==> src/srms_pkg.sv <==
`timescale 1ns / 1ps
// ----------------------------------------------------------------------------
// srms_pkg: shared types and constants of the stereo RMS level meter
// Widths, register map, payload structs and back-end state encoding.
// ----------------------------------------------------------------------------
package srms_pkg;

  // Sample and level formats
  localparam int SampleW = 16;
  localparam int LevelW  = 16;
  localparam int ProdW   = 2 * LevelW;

  // Buffer limits and accumulator
  localparam int MaxPairs = 4096;
  localparam int PairCntW = $clog2(MaxPairs + 1);
  localparam int SumW     = 42;
  localparam int SqW      = 2 * SampleW - 2;

  // Queue between front and back
  localparam int FifoDepth = 4;
  localparam int FifoPtrW  = $clog2(FifoDepth);
  localparam int FifoCntW  = $clog2(FifoDepth + 2);

  // Shared iterative divider
  localparam int DivNumW = SumW + 1;
  localparam int DivDenW = (PairCntW > LevelW) ? PairCntW : LevelW;
  localparam int DivCntW = $clog2(DivNumW + 1);

  // Square root unit
  localparam int RadW      = 2 * LevelW;
  localparam int RootW     = LevelW;
  localparam int SqrtRemW  = RootW + 1;
  localparam int SqrtStepW = $clog2(RootW);

  // Moving average datapath
  localparam int EmaW = 2 * LevelW + 1;

  // Register port
  localparam int RegW  = 32;
  localparam int AddrW = 3;
  localparam logic RegSmoothing = 1'b0;
  localparam logic RegFullScale = 1'b1;
  localparam logic [LevelW-1:0] SmoothingRst = 16'd4588;
  localparam logic [LevelW-1:0] FullScaleRst = 16'd11141;

  typedef struct packed {
    logic signed [SampleW-1:0] left_sample;
    logic signed [SampleW-1:0] right_sample;
    logic                      last_of_buffer;
  } in_t;

  typedef struct packed {
    logic [LevelW-1:0] buffer_rms;
    logic [LevelW-1:0] smoothed_level;
    logic [LevelW-1:0] scaled_level;
    logic [LevelW-1:0] buffers_seen;
  } out_t;

  // One finished buffer waiting for the back end
  typedef struct packed {
    logic [SumW-1:0]     sum;
    logic [PairCntW-1:0] pairs;
  } buf_t;

  typedef struct packed {
    logic               start;
    logic [DivNumW-1:0] num;
    logic [DivDenW-1:0] den;
  } div_req_t;

  typedef struct packed {
    logic               busy;
    logic               done;
    logic [DivNumW-1:0] quot;
  } div_rsp_t;

  typedef enum logic [2:0] {
    BkIdle,
    BkDivRms,
    BkSqrt,
    BkMulOld,
    BkMulNew,
    BkDivStart,
    BkDivScl,
    BkOut
  } back_state_e;

endpackage

==> src/stereo_rms_level_meter_core.sv <==
`timescale 1ns / 1ps
// ----------------------------------------------------------------------------
// stereo_rms_level_meter_core: stereo RMS level meter with smoothing
// Input channel takes one stereo pair per transfer; output channel gives
// buffer RMS, smoothed level, scaled level and buffer count per buffer.
//
// Usage:
// - The input channel accepts one pair per cycle while the queue has room.
//   Each pair is squared in stage 1 and accumulated in stage 2; a pair marked
//   last of buffer closes the buffer and pushes it into a four-entry queue.
// - The back end takes one buffer at a time: a divide, a square root, two
//   multiply steps, a second divide and the output load.
// - Buffers that arrive faster than the back end finishes them fill the
//   queue, and the input then stalls on a pair until the back end frees an
//   entry.
// - The result is held in an output register; while the receiver stalls,
//   the back end waits at the load and the queue keeps filling.
// - Reset clears the accumulator, average, buffer count and queue, and
//   loads the register defaults; no clearing pass is needed.
// - Write registers over the APB port only while idle; the block won't check.
// ----------------------------------------------------------------------------
module stereo_rms_level_meter_core (
  input  logic                        clk_i,
  input  logic                        rst_ni,
  input  logic                        in_valid_i,
  output logic                        in_ready_o,
  input  srms_pkg::in_t               in_data_i,
  output logic                        out_valid_o,
  input  logic                        out_ready_i,
  output srms_pkg::out_t              out_data_o,
  input  logic                        psel,
  input  logic                        penable,
  input  logic                        pwrite,
  input  logic [srms_pkg::AddrW-1:0]  paddr,
  input  logic [srms_pkg::RegW-1:0]   pwdata,
  output logic [srms_pkg::RegW-1:0]   prdata,
  output logic                        pready
);

  logic [srms_pkg::LevelW-1:0]   weight_q;
  logic [srms_pkg::LevelW-1:0]   fscale_q;
  logic                          reg_wr;
  logic                          q_push;
  srms_pkg::buf_t                q_wdata;
  logic                          q_pop;
  srms_pkg::buf_t                q_rdata;
  logic                          q_empty;
  logic [srms_pkg::FifoCntW-1:0] q_cnt;
  srms_pkg::div_req_t            div_req;
  srms_pkg::div_rsp_t            div_rsp;

  // Register writes on the access phase
  assign pready = 1'b1;
  assign reg_wr = psel & penable & pwrite & pready;

  always_ff @(posedge clk_i or negedge rst_ni) begin
    if (!rst_ni) begin
      weight_q <= srms_pkg::SmoothingRst;
      fscale_q <= srms_pkg::FullScaleRst;
    end else if (reg_wr) begin
      if (paddr[2] == srms_pkg::RegSmoothing) begin
        weight_q <= pwdata[srms_pkg::LevelW-1:0];
      end else begin
        fscale_q <= pwdata[srms_pkg::LevelW-1:0];
      end
    end
  end

  // Register read-back
  always_comb begin
    prdata = '0;
    case (paddr[2])
      srms_pkg::RegSmoothing: prdata = srms_pkg::RegW'(weight_q);
      srms_pkg::RegFullScale: prdata = srms_pkg::RegW'(fscale_q);
      default:                prdata = '0;
    endcase
  end

  srms_front u_front (
    .clk_i      (clk_i),
    .rst_ni     (rst_ni),
    .in_valid_i (in_valid_i),
    .in_ready_o (in_ready_o),
    .in_data_i  (in_data_i),
    .q_cnt_i    (q_cnt),
    .q_push_o   (q_push),
    .q_data_o   (q_wdata)
  );

  srms_fifo u_fifo (
    .clk_i   (clk_i),
    .rst_ni  (rst_ni),
    .push_i  (q_push),
    .data_i  (q_wdata),
    .pop_i   (q_pop),
    .data_o  (q_rdata),
    .empty_o (q_empty),
    .cnt_o   (q_cnt)
  );

  srms_div u_div (
    .clk_i  (clk_i),
    .rst_ni (rst_ni),
    .req_i  (div_req),
    .rsp_o  (div_rsp)
  );

  srms_back u_back (
    .clk_i       (clk_i),
    .rst_ni      (rst_ni),
    .weight_i    (weight_q),
    .fscale_i    (fscale_q),
    .q_empty_i   (q_empty),
    .q_data_i    (q_rdata),
    .q_pop_o     (q_pop),
    .div_req_o   (div_req),
    .div_rsp_i   (div_rsp),
    .out_valid_o (out_valid_o),
    .out_ready_i (out_ready_i),
    .out_data_o  (out_data_o)
  );

endmodule

==> src/srms_front.sv <==
`timescale 1ns / 1ps
// ----------------------------------------------------------------------------
// srms_front: sample pair intake and square accumulation
// Takes one pair per cycle while the queue has room, squares halved samples
// and accumulates them; a last pair queues the buffer's sum and pair count.
// ----------------------------------------------------------------------------
module srms_front (
  input  logic                          clk_i,
  input  logic                          rst_ni,
  input  logic                          in_valid_i,
  output logic                          in_ready_o,
  input  srms_pkg::in_t                 in_data_i,
  input  logic [srms_pkg::FifoCntW-1:0] q_cnt_i,
  output logic                          q_push_o,
  output srms_pkg::buf_t                q_data_o
);

  logic                            accept;
  logic                            room;
  logic                            pend;
  logic [srms_pkg::SampleW-1:0]    mag_l;
  logic [srms_pkg::SampleW-1:0]    mag_r;
  logic [2*srms_pkg::SampleW-1:0]  sq_full_l;
  logic [2*srms_pkg::SampleW-1:0]  sq_full_r;
  logic [srms_pkg::PairCntW-1:0]   pairs_q, pairs_d;
  logic [srms_pkg::PairCntW-1:0]   pairs_inc;
  logic                            s1_valid_q;
  logic                            s1_last_q;
  logic [srms_pkg::PairCntW-1:0]   s1_pairs_q;
  logic [srms_pkg::SqW-1:0]        sq_l_q;
  logic [srms_pkg::SqW-1:0]        sq_r_q;
  logic [srms_pkg::SumW-1:0]       sum_q, sum_d;
  logic [srms_pkg::SumW:0]         sum_wide;
  logic [srms_pkg::SumW-1:0]       sum_sat;

  // Hold off a new pair while the queue could overflow
  assign pend       = s1_valid_q & s1_last_q;
  assign in_ready_o = (q_cnt_i + srms_pkg::FifoCntW'(pend)) <
                      srms_pkg::FifoCntW'(srms_pkg::FifoDepth);
  assign accept     = in_valid_i & in_ready_o;

  // Count pairs up to the limit; extra pairs add nothing
  assign room      = pairs_q < srms_pkg::PairCntW'(srms_pkg::MaxPairs);
  assign pairs_inc = pairs_q + srms_pkg::PairCntW'(room);
  assign pairs_d   = in_data_i.last_of_buffer ? '0 : pairs_inc;

  // Magnitudes and squares of the samples
  assign mag_l = in_data_i.left_sample[srms_pkg::SampleW-1] ?
                 srms_pkg::SampleW'(-in_data_i.left_sample) :
                 srms_pkg::SampleW'(in_data_i.left_sample);
  assign mag_r = in_data_i.right_sample[srms_pkg::SampleW-1] ?
                 srms_pkg::SampleW'(-in_data_i.right_sample) :
                 srms_pkg::SampleW'(in_data_i.right_sample);
  assign sq_full_l = mag_l * mag_l;
  assign sq_full_r = mag_r * mag_r;

  // Stage 1 control
  always_ff @(posedge clk_i or negedge rst_ni) begin
    if (!rst_ni) begin
      pairs_q    <= '0;
      s1_valid_q <= 1'b0;
      s1_last_q  <= 1'b0;
    end else begin
      s1_valid_q <= accept;
      if (accept) begin
        pairs_q   <= pairs_d;
        s1_last_q <= in_data_i.last_of_buffer;
      end
    end
  end

  // Stage 1 payload: quarter squares, dropped past the pair limit
  always_ff @(posedge clk_i) begin
    if (accept) begin
      s1_pairs_q <= pairs_inc;
      sq_l_q     <= room ? sq_full_l[2*srms_pkg::SampleW-1:2] : '0;
      sq_r_q     <= room ? sq_full_r[2*srms_pkg::SampleW-1:2] : '0;
    end
  end

  // Stage 2: accumulate with saturation
  assign sum_wide = {1'b0, sum_q} + (srms_pkg::SumW + 1)'(sq_l_q) +
                    (srms_pkg::SumW + 1)'(sq_r_q);
  assign sum_sat  = sum_wide[srms_pkg::SumW] ? '1 : sum_wide[srms_pkg::SumW-1:0];
  assign sum_d    = s1_last_q ? '0 : sum_sat;

  always_ff @(posedge clk_i or negedge rst_ni) begin
    if (!rst_ni) begin
      sum_q <= '0;
    end else if (s1_valid_q) begin
      sum_q <= sum_d;
    end
  end

  // Push the finished buffer
  assign q_push_o       = pend;
  assign q_data_o.sum   = sum_sat;
  assign q_data_o.pairs = s1_pairs_q;

endmodule

==> src/srms_fifo.sv <==
`timescale 1ns / 1ps
// ----------------------------------------------------------------------------
// srms_fifo: short queue of finished buffers
// Decouples the per-sample front end from the per-buffer back end.
// ----------------------------------------------------------------------------
module srms_fifo (
  input  logic                          clk_i,
  input  logic                          rst_ni,
  input  logic                          push_i,
  input  srms_pkg::buf_t                data_i,
  input  logic                          pop_i,
  output srms_pkg::buf_t                data_o,
  output logic                          empty_o,
  output logic [srms_pkg::FifoCntW-1:0] cnt_o
);

  srms_pkg::buf_t                mem_q [srms_pkg::FifoDepth];
  logic [srms_pkg::FifoPtrW-1:0] wr_ptr_q, rd_ptr_q;
  logic [srms_pkg::FifoCntW-1:0] cnt_q;

  function automatic logic [srms_pkg::FifoPtrW-1:0] ptr_next(
    input logic [srms_pkg::FifoPtrW-1:0] p
  );
    return (p == srms_pkg::FifoPtrW'(srms_pkg::FifoDepth - 1)) ? '0 : p + 1'b1;
  endfunction

  // Write entry storage
  always_ff @(posedge clk_i) begin
    if (push_i) begin
      mem_q[wr_ptr_q] <= data_i;
    end
  end

  // Advance pointers and fill count
  always_ff @(posedge clk_i or negedge rst_ni) begin
    if (!rst_ni) begin
      wr_ptr_q <= '0;
      rd_ptr_q <= '0;
      cnt_q    <= '0;
    end else begin
      if (push_i) begin
        wr_ptr_q <= ptr_next(wr_ptr_q);
      end
      if (pop_i) begin
        rd_ptr_q <= ptr_next(rd_ptr_q);
      end
      if (push_i && !pop_i) begin
        cnt_q <= cnt_q + 1'b1;
      end else if (pop_i && !push_i) begin
        cnt_q <= cnt_q - 1'b1;
      end
    end
  end

  assign data_o  = mem_q[rd_ptr_q];
  assign empty_o = (cnt_q == '0);
  assign cnt_o   = cnt_q;

  // Never push into a full queue
  a_no_overflow : assert property (@(posedge clk_i) disable iff (!rst_ni)
    push_i |-> (cnt_q < srms_pkg::FifoCntW'(srms_pkg::FifoDepth)))
    else $error("push into full buffer queue");

  // Never pop an empty queue
  a_no_underflow : assert property (@(posedge clk_i) disable iff (!rst_ni)
    pop_i |-> (cnt_q != '0))
    else $error("pop from empty buffer queue");

  // Push without pop grows the count by one
  a_cnt_grow : assert property (@(posedge clk_i) disable iff (!rst_ni)
    (push_i && !pop_i) |=> (cnt_q == $past(cnt_q) + 1'b1))
    else $error("queue count did not advance on push");

endmodule

==> src/srms_div.sv <==
`timescale 1ns / 1ps
// ----------------------------------------------------------------------------
// srms_div: iterative restoring divider
// One quotient bit per cycle; shared by the RMS and full-scale divisions.
// ----------------------------------------------------------------------------
module srms_div (
  input  logic               clk_i,
  input  logic               rst_ni,
  input  srms_pkg::div_req_t req_i,
  output srms_pkg::div_rsp_t rsp_o
);

  logic [srms_pkg::DivNumW-1:0] num_q;
  logic [srms_pkg::DivDenW-1:0] den_q;
  logic [srms_pkg::DivDenW-1:0] rem_q;
  logic [srms_pkg::DivCntW-1:0] cnt_q;
  logic                         busy_q;
  logic                         done_q;
  logic [srms_pkg::DivDenW:0]   rem_sh;
  logic [srms_pkg::DivDenW:0]   rem_sub;
  logic                         ge;

  // One restoring step
  assign rem_sh  = {rem_q, num_q[srms_pkg::DivNumW-1]};
  assign ge      = rem_sh >= {1'b0, den_q};
  assign rem_sub = rem_sh - {1'b0, den_q};

  // Sequence control
  always_ff @(posedge clk_i or negedge rst_ni) begin
    if (!rst_ni) begin
      busy_q <= 1'b0;
      done_q <= 1'b0;
      cnt_q  <= '0;
    end else begin
      done_q <= 1'b0;
      if (req_i.start) begin
        busy_q <= 1'b1;
        cnt_q  <= srms_pkg::DivCntW'(srms_pkg::DivNumW);
      end else if (busy_q) begin
        cnt_q <= cnt_q - 1'b1;
        if (cnt_q == srms_pkg::DivCntW'(1)) begin
          busy_q <= 1'b0;
          done_q <= 1'b1;
        end
      end
    end
  end

  // Shift in quotient bits
  always_ff @(posedge clk_i) begin
    if (req_i.start) begin
      num_q <= req_i.num;
      den_q <= req_i.den;
      rem_q <= '0;
    end else if (busy_q) begin
      num_q <= {num_q[srms_pkg::DivNumW-2:0], ge};
      rem_q <= ge ? rem_sub[srms_pkg::DivDenW-1:0] : rem_sh[srms_pkg::DivDenW-1:0];
    end
  end

  assign rsp_o.busy = busy_q;
  assign rsp_o.done = done_q;
  assign rsp_o.quot = num_q;

endmodule

==> src/srms_back.sv <==
`timescale 1ns / 1ps
// ----------------------------------------------------------------------------
// srms_back: per-buffer level computation
// Divides, takes the square root, updates the moving average, scales
// against full scale and holds the result in the output register.
// ----------------------------------------------------------------------------
module srms_back (
  input  logic                        clk_i,
  input  logic                        rst_ni,
  input  logic [srms_pkg::LevelW-1:0] weight_i,
  input  logic [srms_pkg::LevelW-1:0] fscale_i,
  input  logic                        q_empty_i,
  input  srms_pkg::buf_t              q_data_i,
  output logic                        q_pop_o,
  output srms_pkg::div_req_t          div_req_o,
  input  srms_pkg::div_rsp_t          div_rsp_i,
  output logic                        out_valid_o,
  input  logic                        out_ready_i,
  output srms_pkg::out_t              out_data_o
);

  srms_pkg::back_state_e state_q, state_d;

  logic                           div_start;
  logic [srms_pkg::DivNumW-1:0]   div_num;
  logic [srms_pkg::DivDenW-1:0]   div_den;
  logic                           rad_take;
  logic                           sqrt_step;
  logic                           mul_old;
  logic                           mul_new;
  logic                           scl_take;
  logic                           out_load;

  logic                           pairs_zero_q;
  logic [srms_pkg::RadW-1:0]      rad_q;
  logic [srms_pkg::RootW-1:0]     root_q;
  logic [srms_pkg::SqrtRemW-1:0]  rem_q;
  logic [srms_pkg::SqrtStepW-1:0] sqrt_cnt_q;
  logic [srms_pkg::SqrtRemW+1:0]  rem_sh;
  logic [srms_pkg::SqrtRemW+1:0]  trial;
  logic [srms_pkg::SqrtRemW+1:0]  rem_sub;
  logic                           sq_ge;

  logic [srms_pkg::LevelW-1:0]    rms_q;
  logic [srms_pkg::LevelW-1:0]    avg_q;
  logic [srms_pkg::LevelW-1:0]    scaled_q;
  logic [srms_pkg::LevelW-1:0]    tally_q;
  logic [srms_pkg::LevelW:0]      w_comp;
  logic [srms_pkg::EmaW-1:0]      prod_q;
  logic [srms_pkg::EmaW-1:0]      ema_sum;
  logic [srms_pkg::LevelW:0]      ema_hi;
  logic [srms_pkg::ProdW-1:0]     scl_prod;
  logic                           out_valid_q;
  srms_pkg::out_t                 out_data_q;

  // Next state
  always_comb begin
    state_d = state_q;
    case (state_q)
      srms_pkg::BkIdle: begin
        if (!q_empty_i) state_d = srms_pkg::BkDivRms;
      end
      srms_pkg::BkDivRms: begin
        if (div_rsp_i.done) state_d = srms_pkg::BkSqrt;
      end
      srms_pkg::BkSqrt: begin
        if (sqrt_cnt_q == srms_pkg::SqrtStepW'(srms_pkg::RootW - 1)) begin
          state_d = srms_pkg::BkMulOld;
        end
      end
      srms_pkg::BkMulOld:   state_d = srms_pkg::BkMulNew;
      srms_pkg::BkMulNew:   state_d = srms_pkg::BkDivStart;
      srms_pkg::BkDivStart: state_d = srms_pkg::BkDivScl;
      srms_pkg::BkDivScl: begin
        if (div_rsp_i.done) state_d = srms_pkg::BkOut;
      end
      srms_pkg::BkOut: begin
        if (!out_valid_q || out_ready_i) state_d = srms_pkg::BkIdle;
      end
      default: state_d = srms_pkg::BkIdle;
    endcase
  end

  // Full-scale numerator: smoothed level times 65535
  assign scl_prod = {avg_q, {srms_pkg::LevelW{1'b0}}} - srms_pkg::ProdW'(avg_q);

  // Control strobes per state
  always_comb begin
    q_pop_o   = 1'b0;
    div_start = 1'b0;
    div_num   = '0;
    div_den   = '0;
    rad_take  = 1'b0;
    sqrt_step = 1'b0;
    mul_old   = 1'b0;
    mul_new   = 1'b0;
    scl_take  = 1'b0;
    out_load  = 1'b0;
    case (state_q)
      srms_pkg::BkIdle: begin
        if (!q_empty_i) begin
          q_pop_o   = 1'b1;
          div_start = 1'b1;
          div_num   = {q_data_i.sum, 1'b0};
          div_den   = srms_pkg::DivDenW'(q_data_i.pairs);
        end
      end
      srms_pkg::BkDivRms:   rad_take  = div_rsp_i.done;
      srms_pkg::BkSqrt:     sqrt_step = 1'b1;
      srms_pkg::BkMulOld:   mul_old   = 1'b1;
      srms_pkg::BkMulNew:   mul_new   = 1'b1;
      srms_pkg::BkDivStart: begin
        div_start = 1'b1;
        div_num   = srms_pkg::DivNumW'(scl_prod);
        div_den   = srms_pkg::DivDenW'(fscale_i);
      end
      srms_pkg::BkDivScl:   scl_take  = div_rsp_i.done;
      srms_pkg::BkOut:      out_load  = !out_valid_q || out_ready_i;
      default: ;
    endcase
  end

  assign div_req_o.start = div_start;
  assign div_req_o.num   = div_num;
  assign div_req_o.den   = div_den;

  // One square root step: two radicand bits per cycle
  assign rem_sh  = {rem_q, rad_q[srms_pkg::RadW-1 -: 2]};
  assign trial   = (srms_pkg::SqrtRemW + 2)'({root_q, 2'b01});
  assign sq_ge   = rem_sh >= trial;
  assign rem_sub = rem_sh - trial;

  // Moving average: old share, then new share with rounding
  assign w_comp  = {1'b1, {srms_pkg::LevelW{1'b0}}} - (srms_pkg::LevelW + 1)'(weight_i);
  assign ema_sum = prod_q + srms_pkg::EmaW'(rms_q) * srms_pkg::EmaW'(weight_i) +
                   srms_pkg::EmaW'(1 << (srms_pkg::LevelW - 1));
  assign ema_hi  = ema_sum[srms_pkg::EmaW-1:srms_pkg::LevelW];

  // State and control registers
  always_ff @(posedge clk_i or negedge rst_ni) begin
    if (!rst_ni) begin
      state_q     <= srms_pkg::BkIdle;
      sqrt_cnt_q  <= '0;
      avg_q       <= '0;
      tally_q     <= '0;
      out_valid_q <= 1'b0;
    end else begin
      state_q <= state_d;
      if (rad_take) begin
        sqrt_cnt_q <= '0;
      end else if (sqrt_step) begin
        sqrt_cnt_q <= sqrt_cnt_q + 1'b1;
      end
      if (mul_new) begin
        avg_q <= ema_hi[srms_pkg::LevelW] ? '1 : ema_hi[srms_pkg::LevelW-1:0];
      end
      if (out_load) begin
        tally_q     <= tally_q + 1'b1;
        out_valid_q <= 1'b1;
      end else if (out_ready_i) begin
        out_valid_q <= 1'b0;
      end
    end
  end

  // Datapath registers
  always_ff @(posedge clk_i) begin
    if (q_pop_o) begin
      pairs_zero_q <= (q_data_i.pairs == '0);
    end
    if (rad_take) begin
      rad_q  <= div_rsp_i.quot[srms_pkg::RadW-1:0];
      root_q <= '0;
      rem_q  <= '0;
    end else if (sqrt_step) begin
      rad_q  <= {rad_q[srms_pkg::RadW-3:0], 2'b00};
      root_q <= {root_q[srms_pkg::RootW-2:0], sq_ge};
      rem_q  <= sq_ge ? rem_sub[srms_pkg::SqrtRemW-1:0] : rem_sh[srms_pkg::SqrtRemW-1:0];
    end
    if (mul_old) begin
      rms_q  <= pairs_zero_q ? '0 : root_q;
      prod_q <= srms_pkg::EmaW'(avg_q) * srms_pkg::EmaW'(w_comp);
    end
    if (scl_take) begin
      if (fscale_i == '0) begin
        scaled_q <= '0;
      end else if (|div_rsp_i.quot[srms_pkg::DivNumW-1:srms_pkg::LevelW]) begin
        scaled_q <= '1;
      end else begin
        scaled_q <= div_rsp_i.quot[srms_pkg::LevelW-1:0];
      end
    end
    if (out_load) begin
      out_data_q.buffer_rms     <= rms_q;
      out_data_q.smoothed_level <= avg_q;
      out_data_q.scaled_level   <= scaled_q;
      out_data_q.buffers_seen   <= tally_q + 1'b1;
    end
  end

  assign out_valid_o = out_valid_q;
  assign out_data_o  = out_data_q;

  // Divider is only started when free
  a_div_free : assert property (@(posedge clk_i) disable iff (!rst_ni)
    div_start |-> !div_rsp_i.busy)
    else $error("divider started while busy");

  // A loaded result is presented next cycle
  a_out_load : assert property (@(posedge clk_i) disable iff (!rst_ni)
    out_load |=> out_valid_q)
    else $error("loaded result not presented");

  // A fresh result carries the current smoothed level
  a_out_avg : assert property (@(posedge clk_i) disable iff (!rst_ni)
    $rose(out_valid_q) |-> (out_data_q.smoothed_level == avg_q))
    else $error("result smoothed level differs from average");

endmodule
==> config.mk <==
export PLATFORM = sky130hd
export DESIGN_NAME = stereo_rms_level_meter_core
export DESIGN_NICKNAME = d
export VERILOG_FILES = /design/src/srms_pkg.sv /design/src/stereo_rms_level_meter_core.sv /design/src/srms_front.sv /design/src/srms_fifo.sv /design/src/srms_div.sv /design/src/srms_back.sv
export SDC_FILE = /design/constraint.sdc
export NUM_CORES = 2
export LEC_CHECK = 0
export BUFFER_PORTS_ARGS = -buffer_cell sky130_fd_sc_hd__buf_4
export CORE_ASPECT_RATIO = 0.6
export CORE_MARGIN = 3
export CORE_UTILIZATION = 41
export CTS_CLUSTER_SIZE = 30
export DETAILED_ROUTE_END_ITERATION = 16
export PLACE_DENSITY = 0.57
export SYNTH_ARGS = -nofsm -noshare
export SYNTH_HDL_FRONTEND = slang
export SYNTH_SLANG_ARGS = --single-unit
==> constraint.sdc <==
create_clock -name clk_i -period 12.45 [get_ports clk_i]
set_input_delay 2.49 -clock clk_i [delete_from_list [all_inputs] [get_ports clk_i]]
set_output_delay 2.49 -clock clk_i [all_outputs]
set_load 0.05 [all_outputs]
==> results.rst <==
.. list-table::
   :header-rows: 1

   * - Metric
     - Value
   * - Max-capacitance violation count
     - 0
   * - Initial Utilization
     - 0.4158
   * - Post-Synth Simple-Gate Area
     - 0.1142
   * - Clock period minus worst slack
     - 10,410 ps
   * - Drt via density
     - 5.219
   * - Post-synthesis mux area share
     - 0.03639
   * - Total number of nets in the final design
     - 7,506
   * - Crit path launch type
     - input pin
   * - Portion of the clock cycle consumed by the worst path in the final layout
     - 0.8361
   * - Most used standard cells in the synthesized netlist
     - inv_1, fa_1, nand2_1
   * - Initial antenna violation count
     - 3
   * - Worst EP arrival
     - 10,810 ps
   * - Type of the most critical hold path
     - reg2reg
   * - Remaining global-route overflow
     - 0
   * - Post-synth top flop
     - edfxtp_1
   * - Cell Count, Final, Fillers Out
     - 8,243
   * - Cell type with the highest occurrence count on the critical path
     - fa_1
   * - Worst hold slack
     - 419.0 ps
   * - Number of optimization iterations in the first detailed-route pass
     - 5
   * - CP Data Required Time
     - 12,850 ps
   * - Destination of the worst hold path
     - u_back.out_data_o[16]$_DFFE_PP_
   * - Biggest fanout along the worst timing path
     - 11
   * - Fmax
     - 0.09607 GHz
   * - Boundary pin count
     - 174
   * - Global-route wire length before repair
     - 263,800 um
   * - Cell row count
     - 111
   * - Setup Viol. Count Final
     - 0
   * - Largest family of logic cells by synthesized area
     - adder cells
   * - Top cell type by total area after synthesis
     - fa_1
   * - Share of the synthesized area in compound gates (AO/OA/AOI/OAI)
     - 0.07512
   * - Register bit count reported by yosys
     - 707
   * - Root buffer cell
     - clkbuf_16
   * - Category of the most critical setup path
     - in2reg
   * - Number of filler instances in the final layout
     - 14,480
   * - Violation count after the first detailed-route iteration
     - 3,131
   * - Worst min-delay path startpoint
     - u_back.scaled_q[0]$_SDFFCE_PN0P_
   * - EDFF count, synth
     - 514
   * - Chip Width
     - 516.0 um
   * - Ratio of cells with drive above 1 in the final layout
     - 0.09085
   * - Register-to-Register Setup Slack
     - 3290 ps
   * - Avg WL per Cell
     - 20.20 um
   * - Cell depth of the worst min-delay path
     - 0
   * - Number of cells on the worst reg-to-reg path
     - 26
   * - Final Hold Fails
     - 0
   * - Vias in the first global route
     - 44,550
   * - H-tree Lvls
     - 3
   * - Count leader, synth
     - inv_1
   * - Largest stage delay, worst path
     - 550 ps
   * - Die Y
     - 312.0 um
   * - Sink Count
     - 707
   * - Outcome
     - completed
   * - Xor and xnor area share after synthesis
     - 0.03829
   * - Clock Pin Slew Worst Setup and Hold Paths
     - 70 ps
   * - Area fraction of the dominant cell type after synthesis
     - 0.2478
   * - Relative slew slack
     - 0.2153
   * - Largest clock skew in the final design
     - 69.01 ps
   * - Post-CTS Setup Bufs
     - 0
   * - Cell with the largest stage delay on the worst path
     - fa_1
   * - Count of unique library cells instantiated by Yosys
     - 87
   * - Post-DRT Antenna Nets
     - 0
   * - Placement Setup Slack
     - 1413 ps
   * - Placed instance count
     - 8,104
   * - Synth top area cells
     - fa_1, edfxtp_1, ha_1
   * - Synthesized area
     - 0.06399 sq mm
   * - Proportion of register bits with asynchronous set or reset after synthesis
     - 0.2037
   * - Gate count of the mapped netlist
     - 6,043
   * - Die outline area
     - 0.1610 sq mm
   * - Terminus of the critical flop-to-flop path
     - u_back.prod_q[26]$_DFFE_PN_
   * - Area of the placeable core
     - 0.1539 sq mm
   * - Setup TNS Final
     - 0 ps
   * - Syn avg cell area
     - 10.59 sq um
   * - Post_cts resized
     - 0
   * - Placed wire-length estimate
     - 129,000 um
   * - Adder-cell share of the synthesized area
     - 0.3442
   * - Slew at the pin closest to its max-slew limit
     - 1177 ps
   * - Number of buffers added by the clock tree synthesis step
     - 74
   * - Number of port buffers
     - 138
   * - RR Startpoint
     - weight_q[0]$_DFFE_PN0P_
   * - Post-CTS Hold Fix Bufs
     - 0
   * - Clk buf depth
     - 3
   * - Largest net degree at the start of global routing
     - 84
   * - Number of design rule violations left after detail routing
     - 0
   * - Final wirelength
     - 166,500 um
   * - Clock tree from TritonCTS
     - done
   * - Latest clock arrival within the worst-skew pair
     - 710 ps
   * - Final Wtd Congestion
     - 0.8869
   * - Synth warnings
     - 0
   * - Total number of vias
     - 43,020
   * - PnR worst setup slack
     - 2041 ps
   * - RSZ-0062 raised after global routing
     - false
   * - GRT Util Overall
     - 0.2112
   * - Final-report max-slew violation count
     - 0
   * - Proportion of synthesized chip area in sequential cells
     - 0.3131
   * - P&R area growth vs syn
     - 9.491%
   * - Element type at the critical path end
     - register
[worst max-delay path: cells and delay by family]
| family | cells | cell delay, ps |
|---|---|---|
| adder cells (fa/ha/maj) | 7 | 3370 |
| AND/OR/NAND/NOR | 7 | 1840 |
| AO/OA/AOI/OAI | 7 | 1720 |
| buffers and inverters | 7 | 1120 |
| XOR/XNOR | 2 | 270 |
[flip-flops by register name (all words and copies together) (netlist names), 17 cells and up]
signal and flops:
u_back.out_data_o 64, u_back.prod_q 33, u_back.rad_q 32, u_back.rem_q 17, u_div.num_q 43, u_fifo.mem_q 220, u_front.sq_l_q 30, u_front.sq_r_q 30
u_front.sum_q 42
[worst max-delay path by stage]
stage                        from                          endpoint  slack (ps)  cells past startpoint
global placement    in_data_i[23]  u_front.sq_l_q[28]$_SDFFCE_PP0P_        1510                     30
CTS                 in_data_i[23]  u_front.sq_l_q[28]$_SDFFCE_PP0P_        2140                     30
finish              in_data_i[23]  u_front.sq_l_q[28]$_SDFFCE_PP0P_        2040                     30
floorplan           in_data_i[23]  u_front.sq_l_q[28]$_SDFFCE_PP0P_        2190                     29
detailed placement  in_data_i[23]  u_front.sq_l_q[28]$_SDFFCE_PP0P_        1410                     30
global route        in_data_i[22]  u_front.sq_l_q[28]$_SDFFCE_PP0P_        1630                     30
[layout by cell type, fill, tap and decap left out, drive strengths merged, types with 93 or more instances in the layout]
master,count
inv,1059
fa,792
nand2,665
edfxtp,514
ha,493
nor2,328
buf,238
and2,236
xnor2,175
a21oi,153
o21ai,148
dfrtp,130
xor2,103
clkbuf,93
[routing by layer]
layer / vias up / part of all wire / global-route usage
met5: - / 0 / 0
met4: 0 / 0.017 / 0.03885
met3: 171 / 0.093 / 0.05731
met2: 1365 / 0.38 / 0.2781
met1: 21650 / 0.51 / 0.3420
li1: 19840 / - / -
[logic make-up (layout without fill, tap and decap cells)]
| kind of cell | Yosys count | after routing |
|---|---|---|
| and+or+nand+nor | 1578 | 1578 |
| buffers and inverters | 1314 | 1442 |
| adders and majority gates | 1285 | 1285 |
| AOI/OAI and AO/OA | 725 | 725 |
| DFF | 707 | 707 |
| xor gates and xnor gates | 278 | 278 |
| muxes | 154 | 154 |
| other | 2 | 40 |
[final cells by class]
cell class / count / area (sq um) / area share
Clock buffer: 93 / 1963 / 0.02802
Sequential cell: 707 / 20040 / 0.2861
Timing Repair Buffer: 238 / 1790 / 0.02556
Tap cell: 2034 / 2545 / 0.03632
Clock inverter: 45 / 564.3 / 0.008054
Antenna cell: 1 / 2.502 / 0.00003572
Inverter: 1066 / 4001 / 0.05711
Multi-Input combinational cell: 4059 / 39150 / 0.5588
[per-stage QoR]
step	area, sq um	util
after floorplan	64130	-
after global routing	70060	0.4553
after global placement	67530	0.4389
final	70060	0.4553
after detailed placement	67530	0.4389
after CTS	70060	0.4553
Power is left out: the tool's default activity adds up to more than one toggle a clock period on the data nets, which glitch-free logic cannot reach.
